## config.mk

```make
export PLATFORM = sky130hd
export DESIGN_NAME = bencode_message_decoder_unit
export DESIGN_NICKNAME = d
export VERILOG_FILES = /design/src/design/bmd_pkg.sv /design/src/design/bmd_front.sv /design/src/design/bmd_back.sv /design/src/design/bencode_message_decoder_unit.sv
export VERILOG_INCLUDE_DIRS = /design/src /design/src/design
export SDC_FILE = /design/constraint.sdc
export NUM_CORES = 2
export LEC_CHECK = 0
export ABC_AREA = 1
export BUFFER_PORTS_ARGS = -buffer_cell sky130_fd_sc_hd__buf_4
export CELL_PAD_IN_SITES_DETAIL_PLACEMENT = 0
export CELL_PAD_IN_SITES_GLOBAL_PLACEMENT = 1
export CORE_MARGIN = 5
export CORE_UTILIZATION = 50
export DETAILED_ROUTE_END_ITERATION = 8
export GPL_ROUTABILITY_DRIVEN = 0
export PLACE_DENSITY_LB_ADDON = 0.1
export SETUP_SLACK_MARGIN = 0.2
export SKIP_LAST_GASP = 1
export SLEW_MARGIN = 20
export SYNTH_ARGS = -nofsm -noshare
export SYNTH_HDL_FRONTEND = slang
export SYNTH_SLANG_ARGS = --single-unit
```

## constraint.sdc

```tcl
create_clock -name clock -period 19.45 [get_ports clock]
set_input_delay 0.9725 -clock clock [delete_from_list [all_inputs] [get_ports clock]]
set_output_delay 0.9725 -clock clock [all_outputs]
set_load 0.02 [all_outputs]
```

## src/design/bencode_message_decoder_unit_macros.svh

```systemverilog
// ----------------------------------------------------------------------------
// bencode_message_decoder_unit_macros
// Assertion macros used by the decoder back end (bmd_back).
// ----------------------------------------------------------------------------
`ifndef BENCODE_MESSAGE_DECODER_UNIT_MACROS_SVH
`define BENCODE_MESSAGE_DECODER_UNIT_MACROS_SVH
// Implication checked on every clock edge outside reset.
`define BMD_ASSERT_IMPL(label, clk, rst, ante, cons, msg) \
   label: assert property (@(posedge clk) disable iff (rst) (ante) |-> (cons)) \
      else $error(msg);
// Next-cycle implication checked outside reset.
`define BMD_ASSERT_NEXT(label, clk, rst, ante, cons, msg) \
   label: assert property (@(posedge clk) disable iff (rst) (ante) |=> (cons)) \
      else $error(msg);
`endif

```

## src/design/bmd_pkg.sv

```systemverilog
// ----------------------------------------------------------------------------
// bmd_pkg
// Shared types and constants of the bencode message decoder.
// ----------------------------------------------------------------------------
`default_nettype none
package bmd_pkg;
   localparam int MaxMsgBytes = 65536;
   localparam int HwaddrBytes = 6;
   localparam int IntBits     = 32;
   localparam int PosBits     = $clog2(MaxMsgBytes + 1);
   localparam int QueueDepth  = 4;
   localparam int QueueAw     = $clog2(QueueDepth);

   localparam logic [1:0] StatusDict  = 2'd0;
   localparam logic [1:0] StatusPass  = 2'd1;
   localparam logic [1:0] StatusError = 2'd2;

   // Byte classes made by the front part.
   typedef enum logic [2:0] {
      ClsOther = 3'd0, ClsDigit = 3'd1, ClsColon = 3'd2,
      ClsE = 3'd3, ClsI = 3'd4, ClsD = 3'd5
   } byte_class_type;

   typedef struct packed {
      logic [7:0]     byte_value;
      logic           last_byte;
      byte_class_type cls;
      logic [3:0]     digit;
   } item_type;

   typedef struct packed {
      logic [1:0]  status;
      logic [31:0] msg_type;
      logic [31:0] weight_value;
      logic [31:0] priority_value;
      logic [47:0] hw_address;
      logic [15:0] id_offset;
      logic [15:0] id_length;
      logic [15:0] rid_offset;
      logic [15:0] rid_length;
      logic [15:0] key_offset;
      logic [15:0] key_length;
      logic [15:0] consumed;
   } result_type;

   typedef enum logic [7:0] {
      PhFirst    = 8'b0000_0001,
      PhPass     = 8'b0000_0010,
      PhKeyStart = 8'b0000_0100,
      PhLen      = 8'b0000_1000,
      PhKeyStr   = 8'b0001_0000,
      PhIntOpen  = 8'b0010_0000,
      PhIntDig   = 8'b0100_0000,
      PhValStr   = 8'b1000_0000
   } phase_type;

   typedef enum logic [2:0] {
      VkNone = 3'd0, VkType = 3'd1, VkWeight = 3'd2, VkPriority = 3'd3,
      VkId = 3'd4, VkRid = 3'd5, VkKey = 3'd6, VkHwaddr = 3'd7
   } kind_type;

   // Key order: type, id, rid, key, weight, priority, hwaddr.
   function automatic logic [3:0] key_len(input logic [2:0] k);
      case (k)
         3'd0: key_len = 4'd4;
         3'd1: key_len = 4'd2;
         3'd2: key_len = 4'd3;
         3'd3: key_len = 4'd3;
         3'd4: key_len = 4'd6;
         3'd5: key_len = 4'd8;
         3'd6: key_len = 4'd6;
         default: key_len = 4'd0;
      endcase
   endfunction

   function automatic kind_type key_kind(input logic [2:0] k);
      case (k)
         3'd0: key_kind = VkType;
         3'd1: key_kind = VkId;
         3'd2: key_kind = VkRid;
         3'd3: key_kind = VkKey;
         3'd4: key_kind = VkWeight;
         3'd5: key_kind = VkPriority;
         3'd6: key_kind = VkHwaddr;
         default: key_kind = VkNone;
      endcase
   endfunction

   function automatic logic [63:0] key_name(input logic [2:0] k);
      case (k)
         3'd0: key_name = {32'd0, "epyt"};
         3'd1: key_name = {48'd0, "di"};
         3'd2: key_name = {40'd0, "dir"};
         3'd3: key_name = {40'd0, "yek"};
         3'd4: key_name = {16'd0, "thgiew"};
         3'd5: key_name = "ytiroirp";
         3'd6: key_name = {16'd0, "rddawh"};
         default: key_name = 64'd0;
      endcase
   endfunction
endpackage
`default_nettype wire

```

## src/design/bmd_front.sv

```systemverilog
// ----------------------------------------------------------------------------
// bmd_front
// Classifies incoming bytes and writes them into the item queue.
// ----------------------------------------------------------------------------
`default_nettype none
module bmd_front (
   input  wire logic              clock,
   input  wire logic              reset,
   input  wire logic              push,
   output logic                   full,
   input  wire logic [7:0]        req_byte_value,
   input  wire logic              req_last_byte,
   output bmd_pkg::item_type      item,
   output logic                   item_valid,
   input  wire logic              item_take
);
   import bmd_pkg::*;

   item_type               mem_ff [QueueDepth];
   logic [QueueAw:0]       wr_ff, wr_in, rd_ff, rd_in;
   item_type               cls_item;

   // Classify the byte.
   always_comb begin
      cls_item.byte_value = req_byte_value;
      cls_item.last_byte  = req_last_byte;
      cls_item.digit      = req_byte_value[3:0];
      case (req_byte_value) inside
         ["0":"9"]: cls_item.cls = ClsDigit;
         ":":       cls_item.cls = ClsColon;
         "e":       cls_item.cls = ClsE;
         "i":       cls_item.cls = ClsI;
         "d":       cls_item.cls = ClsD;
         default:   cls_item.cls = ClsOther;
      endcase
   end

   assign full       = (wr_ff[QueueAw] != rd_ff[QueueAw]) &&
                       (wr_ff[QueueAw-1:0] == rd_ff[QueueAw-1:0]);
   assign item_valid = wr_ff != rd_ff;
   assign item       = mem_ff[rd_ff[QueueAw-1:0]];
   assign wr_in      = wr_ff + ((push && !full) ? 1'b1 : 1'b0);
   assign rd_in      = rd_ff + ((item_take && item_valid) ? 1'b1 : 1'b0);

   // Queue pointers and storage.
   always_ff @(posedge clock) begin
      if (reset) begin
         wr_ff <= '0;
         rd_ff <= '0;
      end else begin
         wr_ff <= wr_in;
         rd_ff <= rd_in;
      end
      if (push && !full) mem_ff[wr_ff[QueueAw-1:0]] <= cls_item;
   end
endmodule
`default_nettype wire

```

## src/design/bmd_back.sv

```systemverilog
// ----------------------------------------------------------------------------
// bmd_back
// Parses classified bytes and queues finished message results.
// ----------------------------------------------------------------------------
`default_nettype none
`include "bencode_message_decoder_unit_macros.svh"
module bmd_back (
   input  wire logic              clock,
   input  wire logic              reset,
   input  bmd_pkg::item_type      item,
   input  wire logic              item_valid,
   output logic                   item_take,
   output bmd_pkg::result_type    result,
   output logic                   empty,
   input  wire logic              pop
);
   import bmd_pkg::*;

   phase_type          phase_ff, phase_in;
   logic [IntBits-1:0] acc_ff, acc_in;
   logic [6:0]         cand_ff, cand_in;
   logic [3:0]         kidx_ff, kidx_in;
   logic [PosBits-1:0] rem_ff, rem_in, pos_ff, pos_in, start_ff, start_in;
   kind_type           kind_ff, kind_in;
   logic [31:0]        ints_ff [3];
   logic [31:0]        ints_in [3];
   logic [63:0]        ash_ff, ash_in, hw_ff, hw_in;
   logic [15:0]        span_ff [6];
   logic [15:0]        span_in [6];
   logic               done_ff, done_in;

   result_type         rq_ff [QueueDepth];
   logic [QueueAw:0]   rw_ff, rr_ff;
   logic               rfull, emit;
   result_type         res;

   logic [PosBits-1:0] pos_inc;
   logic [1:0]         st;
   logic               fire;

   assign rfull     = (rw_ff[QueueAw] != rr_ff[QueueAw]) &&
                      (rw_ff[QueueAw-1:0] == rr_ff[QueueAw-1:0]);
   assign item_take = !rfull;
   assign fire      = item_valid && !rfull;
   assign empty     = rw_ff == rr_ff;
   assign result    = rq_ff[rr_ff[QueueAw-1:0]];
   assign pos_inc   = (pos_ff < PosBits'(MaxMsgBytes)) ? pos_ff + 1'b1 : pos_ff;

   // Parser next state for one byte.
   always_comb begin
      logic [IntBits+3:0] prod;
      logic [PosBits-1:0] len;
      logic               r_close, r_err, skip;
      phase_type          ph;
      phase_in = phase_ff; acc_in = acc_ff; cand_in = cand_ff; kidx_in = kidx_ff;
      rem_in = rem_ff; start_in = start_ff; kind_in = kind_ff; ash_in = ash_ff;
      hw_in = hw_ff; ints_in = ints_ff; span_in = span_ff; done_in = done_ff;
      pos_in = pos_inc;
      r_close = 1'b0; r_err = 1'b0; st = StatusDict; emit = 1'b0;
      prod = {4'd0, acc_ff} * 4'd10 + item.digit;
      len = acc_ff[PosBits-1:0];
      skip = 1'b0;
      if (done_ff) begin
         skip = 1'b1;
      end else if (phase_ff == PhFirst) begin
         ints_in = '{default: '0}; span_in = '{default: '0};
         hw_in = '0; ash_in = '0; acc_in = '0; cand_in = 7'h7F; kidx_in = '0;
         rem_in = '0; kind_in = VkNone; start_in = '0;
         if (item.cls == ClsD) begin
            phase_in = PhKeyStart;
            if (item.last_byte) begin emit = 1'b1; st = StatusError; end
         end else begin
            phase_in = PhPass;
            if (item.last_byte) begin emit = 1'b1; st = StatusPass; end
         end
      end else if (phase_ff == PhPass) begin
         if (item.last_byte) begin emit = 1'b1; st = StatusPass; end
      end else begin
         ph = phase_ff;
         if (ph == PhKeyStart) begin
            if (item.cls == ClsE) r_close = 1'b1;
            else begin
               kind_in = VkNone; acc_in = '0; ph = PhLen;
               len = '0; prod = (IntBits+4)'(item.digit);
            end
         end
         if (!r_close) begin
            case (ph)
               PhLen: begin
                  if (item.cls == ClsDigit) begin
                     acc_in = (prod > (IntBits+4)'(MaxMsgBytes)) ?
                              IntBits'(MaxMsgBytes) : prod[IntBits-1:0];
                     phase_in = PhLen;
                  end else if (item.cls == ClsColon) begin
                     start_in = pos_inc; rem_in = len; kidx_in = '0; ash_in = '0;
                     if (kind_in == VkNone) begin
                        for (int i = 0; i < 7; i++)
                           cand_in[i] = PosBits'(key_len(3'(i))) == len;
                        phase_in = (len == '0) ? PhKeyStart : PhKeyStr;
                     end else if (len == '0) begin
                        kind_in = VkNone; phase_in = PhKeyStart;
                        case (kind_ff)
                           VkId:  begin span_in[0] = start_in[15:0]; span_in[1] = '0; end
                           VkRid: begin span_in[2] = start_in[15:0]; span_in[3] = '0; end
                           VkKey: begin span_in[4] = start_in[15:0]; span_in[5] = '0; end
                           default: ;
                        endcase
                     end else phase_in = PhValStr;
                  end else r_err = 1'b1;
               end
               PhKeyStr: begin
                  logic [6:0]  c;
                  logic [63:0] nm;
                  kind_type    kd;
                  c = cand_ff; kd = VkNone;
                  for (int i = 0; i < 7; i++) begin
                     nm = key_name(3'(i));
                     if (kidx_ff >= key_len(3'(i)) ||
                         nm[{kidx_ff[2:0], 3'd0} +: 8] != item.byte_value)
                        c[i] = 1'b0;
                  end
                  cand_in = c;
                  if (kidx_ff != 4'd15) kidx_in = kidx_ff + 1'b1;
                  rem_in = (rem_ff != '0) ? rem_ff - 1'b1 : rem_ff;
                  if (rem_in == '0) begin
                     for (int i = 6; i >= 0; i--) if (c[i]) kd = key_kind(3'(i));
                     if (kd == VkNone) phase_in = PhKeyStart;
                     else begin
                        kind_in = kd; acc_in = '0;
                        phase_in = (kd == VkType || kd == VkWeight || kd == VkPriority) ?
                                   PhIntOpen : PhLen;
                     end
                  end
               end
               PhIntOpen: begin
                  if (item.cls != ClsI) r_err = 1'b1;
                  else begin acc_in = '0; phase_in = PhIntDig; end
               end
               PhIntDig: begin
                  if (item.cls == ClsDigit) acc_in = prod[IntBits-1:0];
                  else if (item.cls == ClsE) begin
                     case (kind_ff)
                        VkType:     ints_in[0] = acc_ff[31:0];
                        VkWeight:   ints_in[1] = acc_ff[31:0];
                        VkPriority: ints_in[2] = acc_ff[31:0];
                        default: ;
                     endcase
                     kind_in = VkNone; phase_in = PhKeyStart;
                  end else r_err = 1'b1;
               end
               PhValStr: begin
                  if (kind_ff == VkHwaddr && kidx_ff < 4'(HwaddrBytes) && kidx_ff < 4'd8)
                     ash_in[{kidx_ff[2:0], 3'd0} +: 8] = item.byte_value;
                  if (kidx_ff != 4'd15) kidx_in = kidx_ff + 1'b1;
                  rem_in = (rem_ff != '0) ? rem_ff - 1'b1 : rem_ff;
                  if (rem_in == '0) begin
                     case (kind_ff)
                        VkId:  begin span_in[0] = start_ff[15:0]; span_in[1] = acc_ff[15:0]; end
                        VkRid: begin span_in[2] = start_ff[15:0]; span_in[3] = acc_ff[15:0]; end
                        VkKey: begin span_in[4] = start_ff[15:0]; span_in[5] = acc_ff[15:0]; end
                        VkHwaddr: if (acc_ff == IntBits'(HwaddrBytes)) hw_in = ash_in;
                        default: ;
                     endcase
                     kind_in = VkNone; phase_in = PhKeyStart;
                  end
               end
               default: r_err = 1'b1;
            endcase
         end
         if (!r_close && !r_err && item.last_byte) r_err = 1'b1;
         if (r_close) begin emit = 1'b1; st = StatusDict; end
         else if (r_err) begin emit = 1'b1; st = StatusError; end
      end
      if (emit) done_in = 1'b1;
      if (item.last_byte) begin
         phase_in = PhFirst; pos_in = '0; done_in = 1'b0;
      end
      if (skip && !item.last_byte) done_in = 1'b1;
   end

   // Result assembly.
   always_comb begin
      res = '0;
      res.status = st;
      if (st == StatusDict) begin
         res.msg_type = ints_ff[0]; res.weight_value = ints_ff[1];
         res.priority_value = ints_ff[2]; res.hw_address = hw_ff[47:0];
         res.id_offset = span_ff[0]; res.id_length = span_ff[1];
         res.rid_offset = span_ff[2]; res.rid_length = span_ff[3];
         res.key_offset = span_ff[4]; res.key_length = span_ff[5];
      end
      if (st != StatusError) res.consumed = pos_inc[15:0];
   end

   // Parser registers and result queue.
   always_ff @(posedge clock) begin
      if (reset) begin
         phase_ff <= PhFirst; pos_ff <= '0; done_ff <= 1'b0;
         rw_ff <= '0; rr_ff <= '0;
      end else begin
         if (fire) begin
            phase_ff <= phase_in; pos_ff <= pos_in; done_ff <= done_in;
            if (emit) rw_ff <= rw_ff + 1'b1;
         end
         if (pop && !empty) rr_ff <= rr_ff + 1'b1;
      end
      if (fire) begin
         acc_ff <= acc_in; cand_ff <= cand_in; kidx_ff <= kidx_in; rem_ff <= rem_in;
         start_ff <= start_in; kind_ff <= kind_in; ints_ff <= ints_in;
         ash_ff <= ash_in; hw_ff <= hw_in; span_ff <= span_in;
         if (emit) rq_ff[rw_ff[QueueAw-1:0]] <= res;
      end
   end

   `BMD_ASSERT_IMPL(a_done_no_emit, clock, reset, fire && done_ff, !emit,
      "result emitted after message done")
   `BMD_ASSERT_NEXT(a_last_resets, clock, reset, fire && item.last_byte,
      phase_ff == PhFirst && pos_ff == '0, "last byte did not restart parser")
   `BMD_ASSERT_IMPL(a_pos_sat, clock, reset, 1'b1, pos_ff <= PosBits'(MaxMsgBytes),
      "byte position beyond saturation")
endmodule
`default_nettype wire

```

## src/design/bencode_message_decoder_unit.sv

```systemverilog
// Throughput: one byte per cycle unless the result queue is full.
// Both sides decouple through four-entry queues; the parser reads the front queue's head.
// A result is queued as the parser takes the byte that settles its status.
// Reset: synchronous, active high; clears both queues and the parser state.
`default_nettype none
module bencode_message_decoder_unit (
   input  wire logic        clock,
   input  wire logic        reset,
   input  wire logic        push,
   output logic             full,
   input  wire logic [7:0]  req_byte_value,
   input  wire logic        req_last_byte,
   output logic             empty,
   input  wire logic        pop,
   output logic [1:0]       rsp_status,
   output logic [31:0]      rsp_msg_type,
   output logic [31:0]      rsp_weight_value,
   output logic [31:0]      rsp_priority_value,
   output logic [47:0]      rsp_hw_address,
   output logic [15:0]      rsp_id_offset,
   output logic [15:0]      rsp_id_length,
   output logic [15:0]      rsp_rid_offset,
   output logic [15:0]      rsp_rid_length,
   output logic [15:0]      rsp_key_offset,
   output logic [15:0]      rsp_key_length,
   output logic [15:0]      rsp_consumed
);
   import bmd_pkg::*;

   item_type   item;
   logic       item_valid, item_take;
   result_type result;

   bmd_front u_front (.clock, .reset, .push, .full, .req_byte_value, .req_last_byte,
                      .item, .item_valid, .item_take);
   bmd_back  u_back (.clock, .reset, .item, .item_valid, .item_take, .result,
                     .empty, .pop);

   assign rsp_status = result.status;       assign rsp_msg_type = result.msg_type;
   assign rsp_weight_value = result.weight_value;
   assign rsp_priority_value = result.priority_value;
   assign rsp_hw_address = result.hw_address;
   assign rsp_id_offset = result.id_offset;  assign rsp_id_length = result.id_length;
   assign rsp_rid_offset = result.rid_offset; assign rsp_rid_length = result.rid_length;
   assign rsp_key_offset = result.key_offset; assign rsp_key_length = result.key_length;
   assign rsp_consumed = result.consumed;
endmodule
`default_nettype wire
```

== Yosys cells after proc, flatten, opt, wreduce, memory -nomap -nowiden ==
Memory sizes are Yosys's and may differ from the RTL's. A register that Yosys moved wholly into a read port is not among the register bits.
Cells that the tools add are included.
Word-level totals
  flip-flop bits (word level): 421
  latch bits: 0
  memory bits (writable): 1096
  ROM bits: 0
  input port bits: 13
  output and inout port bits: 260
  logic and storage cells: 526
  memories: 2
Memories
  u_back.rq_ff: words 4, bits a word 258, rd ports 1, clocked after memory_dff 1, write ports 1, line bmd_back.sv:32  | result_type rq_ff [QueueDepth];
  u_front.mem_ff: words 4, bits a word 16, rd ports 1, clocked after memory_dff 1, write ports 1, line bmd_front.sv:19  | item_type mem_ff [QueueDepth];
Cells by class
  $add $sub $neg: 9
  $mul: 1
  div/mod/pow operators: 0
  order comparisons: 11
  eq/ne operators: 73
  shift operators: 9
  multiplexer cells: 331
  bitwise gates (word level): 1
  reduce and logical (&&, ||, !) cells: 65
Operator list (count)
  $mux 64: 40
  $mux 96: 12
  $mux 32: 19
  $shiftx 64x7->8: 7
  $mux 48: 6
  $mux 4: 70
  $mux 240: 1
  $mux 17: 12
  $pmux 96 s2: 1
  $mux 36: 5
  $mux 8: 20
  $pmux 32 s4: 1
  $pmux 64 s2: 1
  $mux 3: 35
  $mux 16: 6
  $eq 4x17->1: 5
  $mux 1: 78
  $bwmux 64: 1
  $shift 8x8->64 const A: 1
  $shiftx 8x8->64: 1
  $ne 8x8->1: 7
  $reduce_and 8->1: 6
  $pmux 8 s5: 1
  $add 36x4->36: 1
  other kinds (65): 163

== Logic depth before layout (Yosys ltp) ==
  depth after elaboration: 46
  gate-level depth with buffers: 33
  mapped depth without buffers: 29

== Hierarchy ==
From an unflattened synthesis, not the netlist that was laid out.
Second synthesis, totals
  cells, all modules: 6173
  area total of the unflattened synthesis: 66303.6 µm²
By module, submodules not included
  bmd_back: instances 1, cells each 5977, area an instance 64007.6 µm², sequential area each 42690.9 µm²
  bmd_front: instances 1, cells each 196, area an instance 2296.0 µm², sequential area each 1561.5 µm²

== Worst setup path after synthesis ==
OpenSTA, ideal clock, no wires.
  kind: register -> register
  start point: register u_back.phase_ff[6]
  end point: memory u_back.rq_ff[3][0] (netlist name) (enable)
  library setup time: 0.886 ns
  arrival: 12.548 ns
  data required time: 18.564 ns
  path slack: 6.016 ns
  cell stages (with the launch flop): 14
  path buffers: 0
  period minus slack after synthesis: 13.434 ns
  cells stage by stage: dfxtp_1 -> inv_2 -> nand2_2 -> nor2_4 -> nand2_1 -> nor3_4 -> nand2_2 -> o21ai_2 -> nand3_4 -> inv_4 -> nand3_1 -> o2111ai_1 -> nand2_1 -> nor2_1
On the way
  word-level cells in the longest chain between the ends: 27
  elaborated cells between the ends (all ways): 39
  classes of those cells: eq/ne: 8; mux: 26; reduce/logical: 5
RTL lines
  start, declared: line bmd_back.sv:19  | phase_type phase_ff, phase_in;
  start signal, assigned: line bmd_back.sv:202  | phase_ff <= phase_in; pos_ff <= pos_in; done_ff <= done_in;
  $eq 8x3->1 / $mux 8 (equally long branches): line bmd_back.sv:80, bmd_back.sv:81
  $mux 8: line bmd_back.sv:80  | if (ph == PhKeyStart) begin
  $mux 8: line bmd_back.sv:76  | end else if (phase_ff == PhPass) begin
  $mux 8: line bmd_back.sv:65  | end else if (phase_ff == PhFirst) begin
  $mux 8: line bmd_back.sv:63  | if (done_ff) begin
  $eq 8x5->1 / $eq 8x8->1 (equally long branches): line bmd_back.sv:88  | case (ph)
  $reduce_or 2->1 (no source line)
  $pmux 1 s4: line bmd_back.sv:88
  (+11 left out)
  $mux 1: line bmd_back.sv:172  | else if (r_err) begin emit = 1'b1; st = StatusError; end
  $mux 1: line bmd_back.sv:171  | if (r_close) begin emit = 1'b1; st = StatusDict; end
  $mux 1: line bmd_back.sv:76
  $mux 1 *: line bmd_back.sv:65
  $mux 1 *: line bmd_back.sv:63
  $mux 1 *: line bmd_back.sv:211  | if (emit) rq_ff[rw_ff[QueueAw-1:0]] <= res;
  $mux 1 *: line bmd_back.sv:207  | if (fire) begin
  $mux 1 (not written as such) *: line bmd_back.sv:211
  end, declared: line bmd_back.sv:32
Mark *: on every way between the ends. The rest lies on a longest branch, timed or not. The select of a mux whose other input is x is not followed.

== Final worst setup path ==
  start point: register u_front.rd_ff[1]
  end point: memory u_back.rq_ff[0][105] (netlist name) (enable)
On the way
  word-level cells in the longest chain between the ends: 4
RTL lines
  start, declared: line bmd_front.sv:20  | logic [QueueAw:0] wr_ff, wr_in, rd_ff, rd_in;
  start signal, assigned: line bmd_front.sv:52  | rd_ff <= rd_in;
  $ne 3x3->1: line bmd_front.sv:40  | assign item_valid = wr_ff != rd_ff;
  $logic_and 1x1->1: line bmd_back.sv:44  | assign fire = item_valid && !rfull;
  $mux 1: line bmd_back.sv:207
  $mux 1 (not written as such): line bmd_back.sv:211
No other way between the ends.

==> results.txt <==
First-pass DRT Iterations: 6
Chip Width: 373 microns
R2R Path End: u_back.rq_ff[0][105]
Req. time, crit path: 19,840 ps
Via Count: 45,400
Class of the most critical setup path: reg -> reg
Hold-fix buffers, CTS: 0
Share of layout cells above drive strength 1: 0.105
Core area: 131,000 sq um
Initial core utilization: 0.502
Non-Filler Instances: 8,184
Register area share after synthesis: 0.671
CTS clk-pin slew, worst paths: 60 ps
Synthesized area per cell: 10.8 sq um
ANT nets after route: 0
Root buf cell: clkbuf_16
Reg2Reg Launch Point: u_front.rd_ff[1]
Max-cap violation count: 0
DRC Markers: 0
CP dominant cell by count: buf_4
Post-synth EDFFs: 1,447
Synth warnings: 0
HPWL after DPL: 114 mm
Worst Path Arrival: 7110 ps
IO Pins: 273
Fmax: 0.149 GHz
Synth Cell Area: 65,900 sq um
ANT cells: 0
Critical path endpoint: u_back.rq_ff[0][105]
Grt ovf: 0
Clk_skew: 29.8 ps
CP max stage cell: buf_4
Mapped Nets: 6,204
Slew HR: 0.102
R2r worst-path depth: 15
Commonest non-fill, non-tap cells in the layout: 1,447 x edfxtp_1, 1,107 x nor2_1, 765 x nand2_1, 646 x inv_1, 646 x o21ai_0
Tmin final: 6720 ps
Initial antenna violation count: 11
Synthesis-stage register bit count: 1,487
Max stage delay on crit path: 900 ps
Final wirelength: 182 mm
Synth-to-Final Area Change: 13.1%
Vias in the first global route: 43,300
RSZ-0062 raised after global routing: no
Worst Setup Start Kind: flop
Full die area: 139,000 sq um
Post-synth top flop: edfxtp_1
GRT Total Usage: 0.256
Die H: 373 microns
Worst Setup SP: u_front.rd_ff[1]
Final setup fails: 0
Fin nets: 6,407
Worst Hold Class: in -> reg
Placed cell count: 7,900
Fin. max-slew vios: 0
Sink Count: 1,487
CTS tree: done
Clk buf depth: 3
Vias/cell: 5.55
Initial drt markers: 4,139
Max FO, Critical Path: 65
Post-Synthesis Cells: 6,098
Status: completed
Post-CTS setup buffers: 0
Num CTS Buffers: 154
Clk_lat worst skew: 790 ps
Drt wl/cell: 22.3 microns
Largest net degree at the start of global routing: 237
H-tree Lvls: 4
Final Hold Vio Count: 0
Final core utilization: 0.568
Most common cell after layout, fill and taps aside: edfxtp_1
Setup TNS: 0 ps
I/O Buffers: 272
Row count: 133
Worst-margin pin slew: 1350 ps
R2R setup slack: 12,730 ps
Global-route wire length before repair: 272 mm
Number of gates resized after CTS: 0
Cell chain of the critical path: inv_1 -> nand3_1 -> nand2_1 -> nand3_2 -> nand2_2 -> buf_4 -> o21ai_2 -> nand3_4 -> inv_4 -> nand3_1 -> o2111ai_1 -> nand2_1 -> nor2_4 -> buf_4 -> buf_4
Netlist cell types: 61
Fraction of registers with async set/reset: 0
Share of the clock period used by the worst path: 0.345
Critical Path End Type: flop
[logic make-up after synthesis]
group           after synthesis  synth area share
simple gates               2355             0.149
buf+inv                     966            0.0587
fa+ha+maj                    93            0.0179
compound gates             1141            0.0953
mux                           4          0.000607
flops                      1487             0.671
xor+xnor                     52           0.00691
[cell usage after synthesis, drive strengths merged (10+ instances only)]
cell type	count	area, sq um
edfxtp	1447	43500
nor2	1136	4340
nand2	791	3050
inv	669	2520
o21ai	663	3330
o22ai	272	1700
clkbuf	231	867
nand3	222	1170
a21oi	130	654
ha	91	1140
nand4	75	469
nor3	66	352
buf	57	455
xor2	42	368
dfxtp	40	801
nor4	21	168
and2	16	100
a211oi	13	97.6
a31oi	10	62.6
or2	10	62.6
xnor2	10	87.6
[critical path, delay by kind of cell (launching register included)]
family / cells / cell delay (ps)
flip-flops: 1 / 660
buffers and inverters: 5 / 2850
AO/OA/AOI/OAI: 2 / 360
AND/OR/NAND/NOR: 8 / 2210
[state kept, by name, summed over array words and instances (netlist names), 4 cells and up, named ones only]
signal and count:
u_back.acc_ff 32, u_back.cand_ff 7, u_back.rem_ff 17, u_front.mem_ff 48, u_back.start_ff 16, u_back.rq_ff 1032
u_back.span_ff 96, u_back.ints_ff 96, u_back.ash_ff 48, u_back.pos_ff 17, u_back.hw_ff 48, u_back.phase_ff 8
u_back.kidx_ff 4
[stage by stage]
step / setup WS [ps] / area (sq um) / hold WS, ps
after floorplan: 6020 / 65900 / 454
after global placement: 12900 / 69500 / 471
after detailed placement: 12810 / 69500 / 475
after CTS: 12800 / 74500 / 346
after global routing: 12340 / 74500 / 373
final: 12730 / 74500 / 412
[per-layer routing]
layer / vias up / GRT usage / wire length, microns
met4: 2 / 0.0649 / 4160
li1: 21600 / - / -
met3: 242 / 0.0380 / 11000
met1: 22100 / 0.368 / 81000
met2: 1446 / 0.412 / 86200
met5: - / 0 / 13
[layout make-up]
cell class | count | area, sq um
repair buffers | 335 | 2600
fillers | 11100 | 56800
well taps | 1755 | 2200
clock buffers | 181 | 3990
clock inverters | 103 | 1020
inverters | 678 | 2560
flip-flops and latches | 1487 | 44300
multi-input cells | 3645 | 17900
[how the worst min path moves through the flow]
stage                 startpoint               endpoint  cells past startpoint
6_report       req_byte_value[2]  u_front.mem_ff[0][10]                      1
3_5_place_dp   u_back.pos_ff[13]      u_back.pos_ff[13]                      2
5_1_grt        req_byte_value[5]  u_front.mem_ff[2][13]                      1
2_1_floorplan  u_back.pos_ff[13]      u_back.pos_ff[13]                      2
3_3_place_gp   u_back.pos_ff[13]      u_back.pos_ff[13]                      2
4_1_cts        req_byte_value[2]  u_front.mem_ff[1][10]                      1
Power is left out: the tool's default activity adds up to more than one toggle a clock period on the data nets, which glitch-free logic cannot reach.
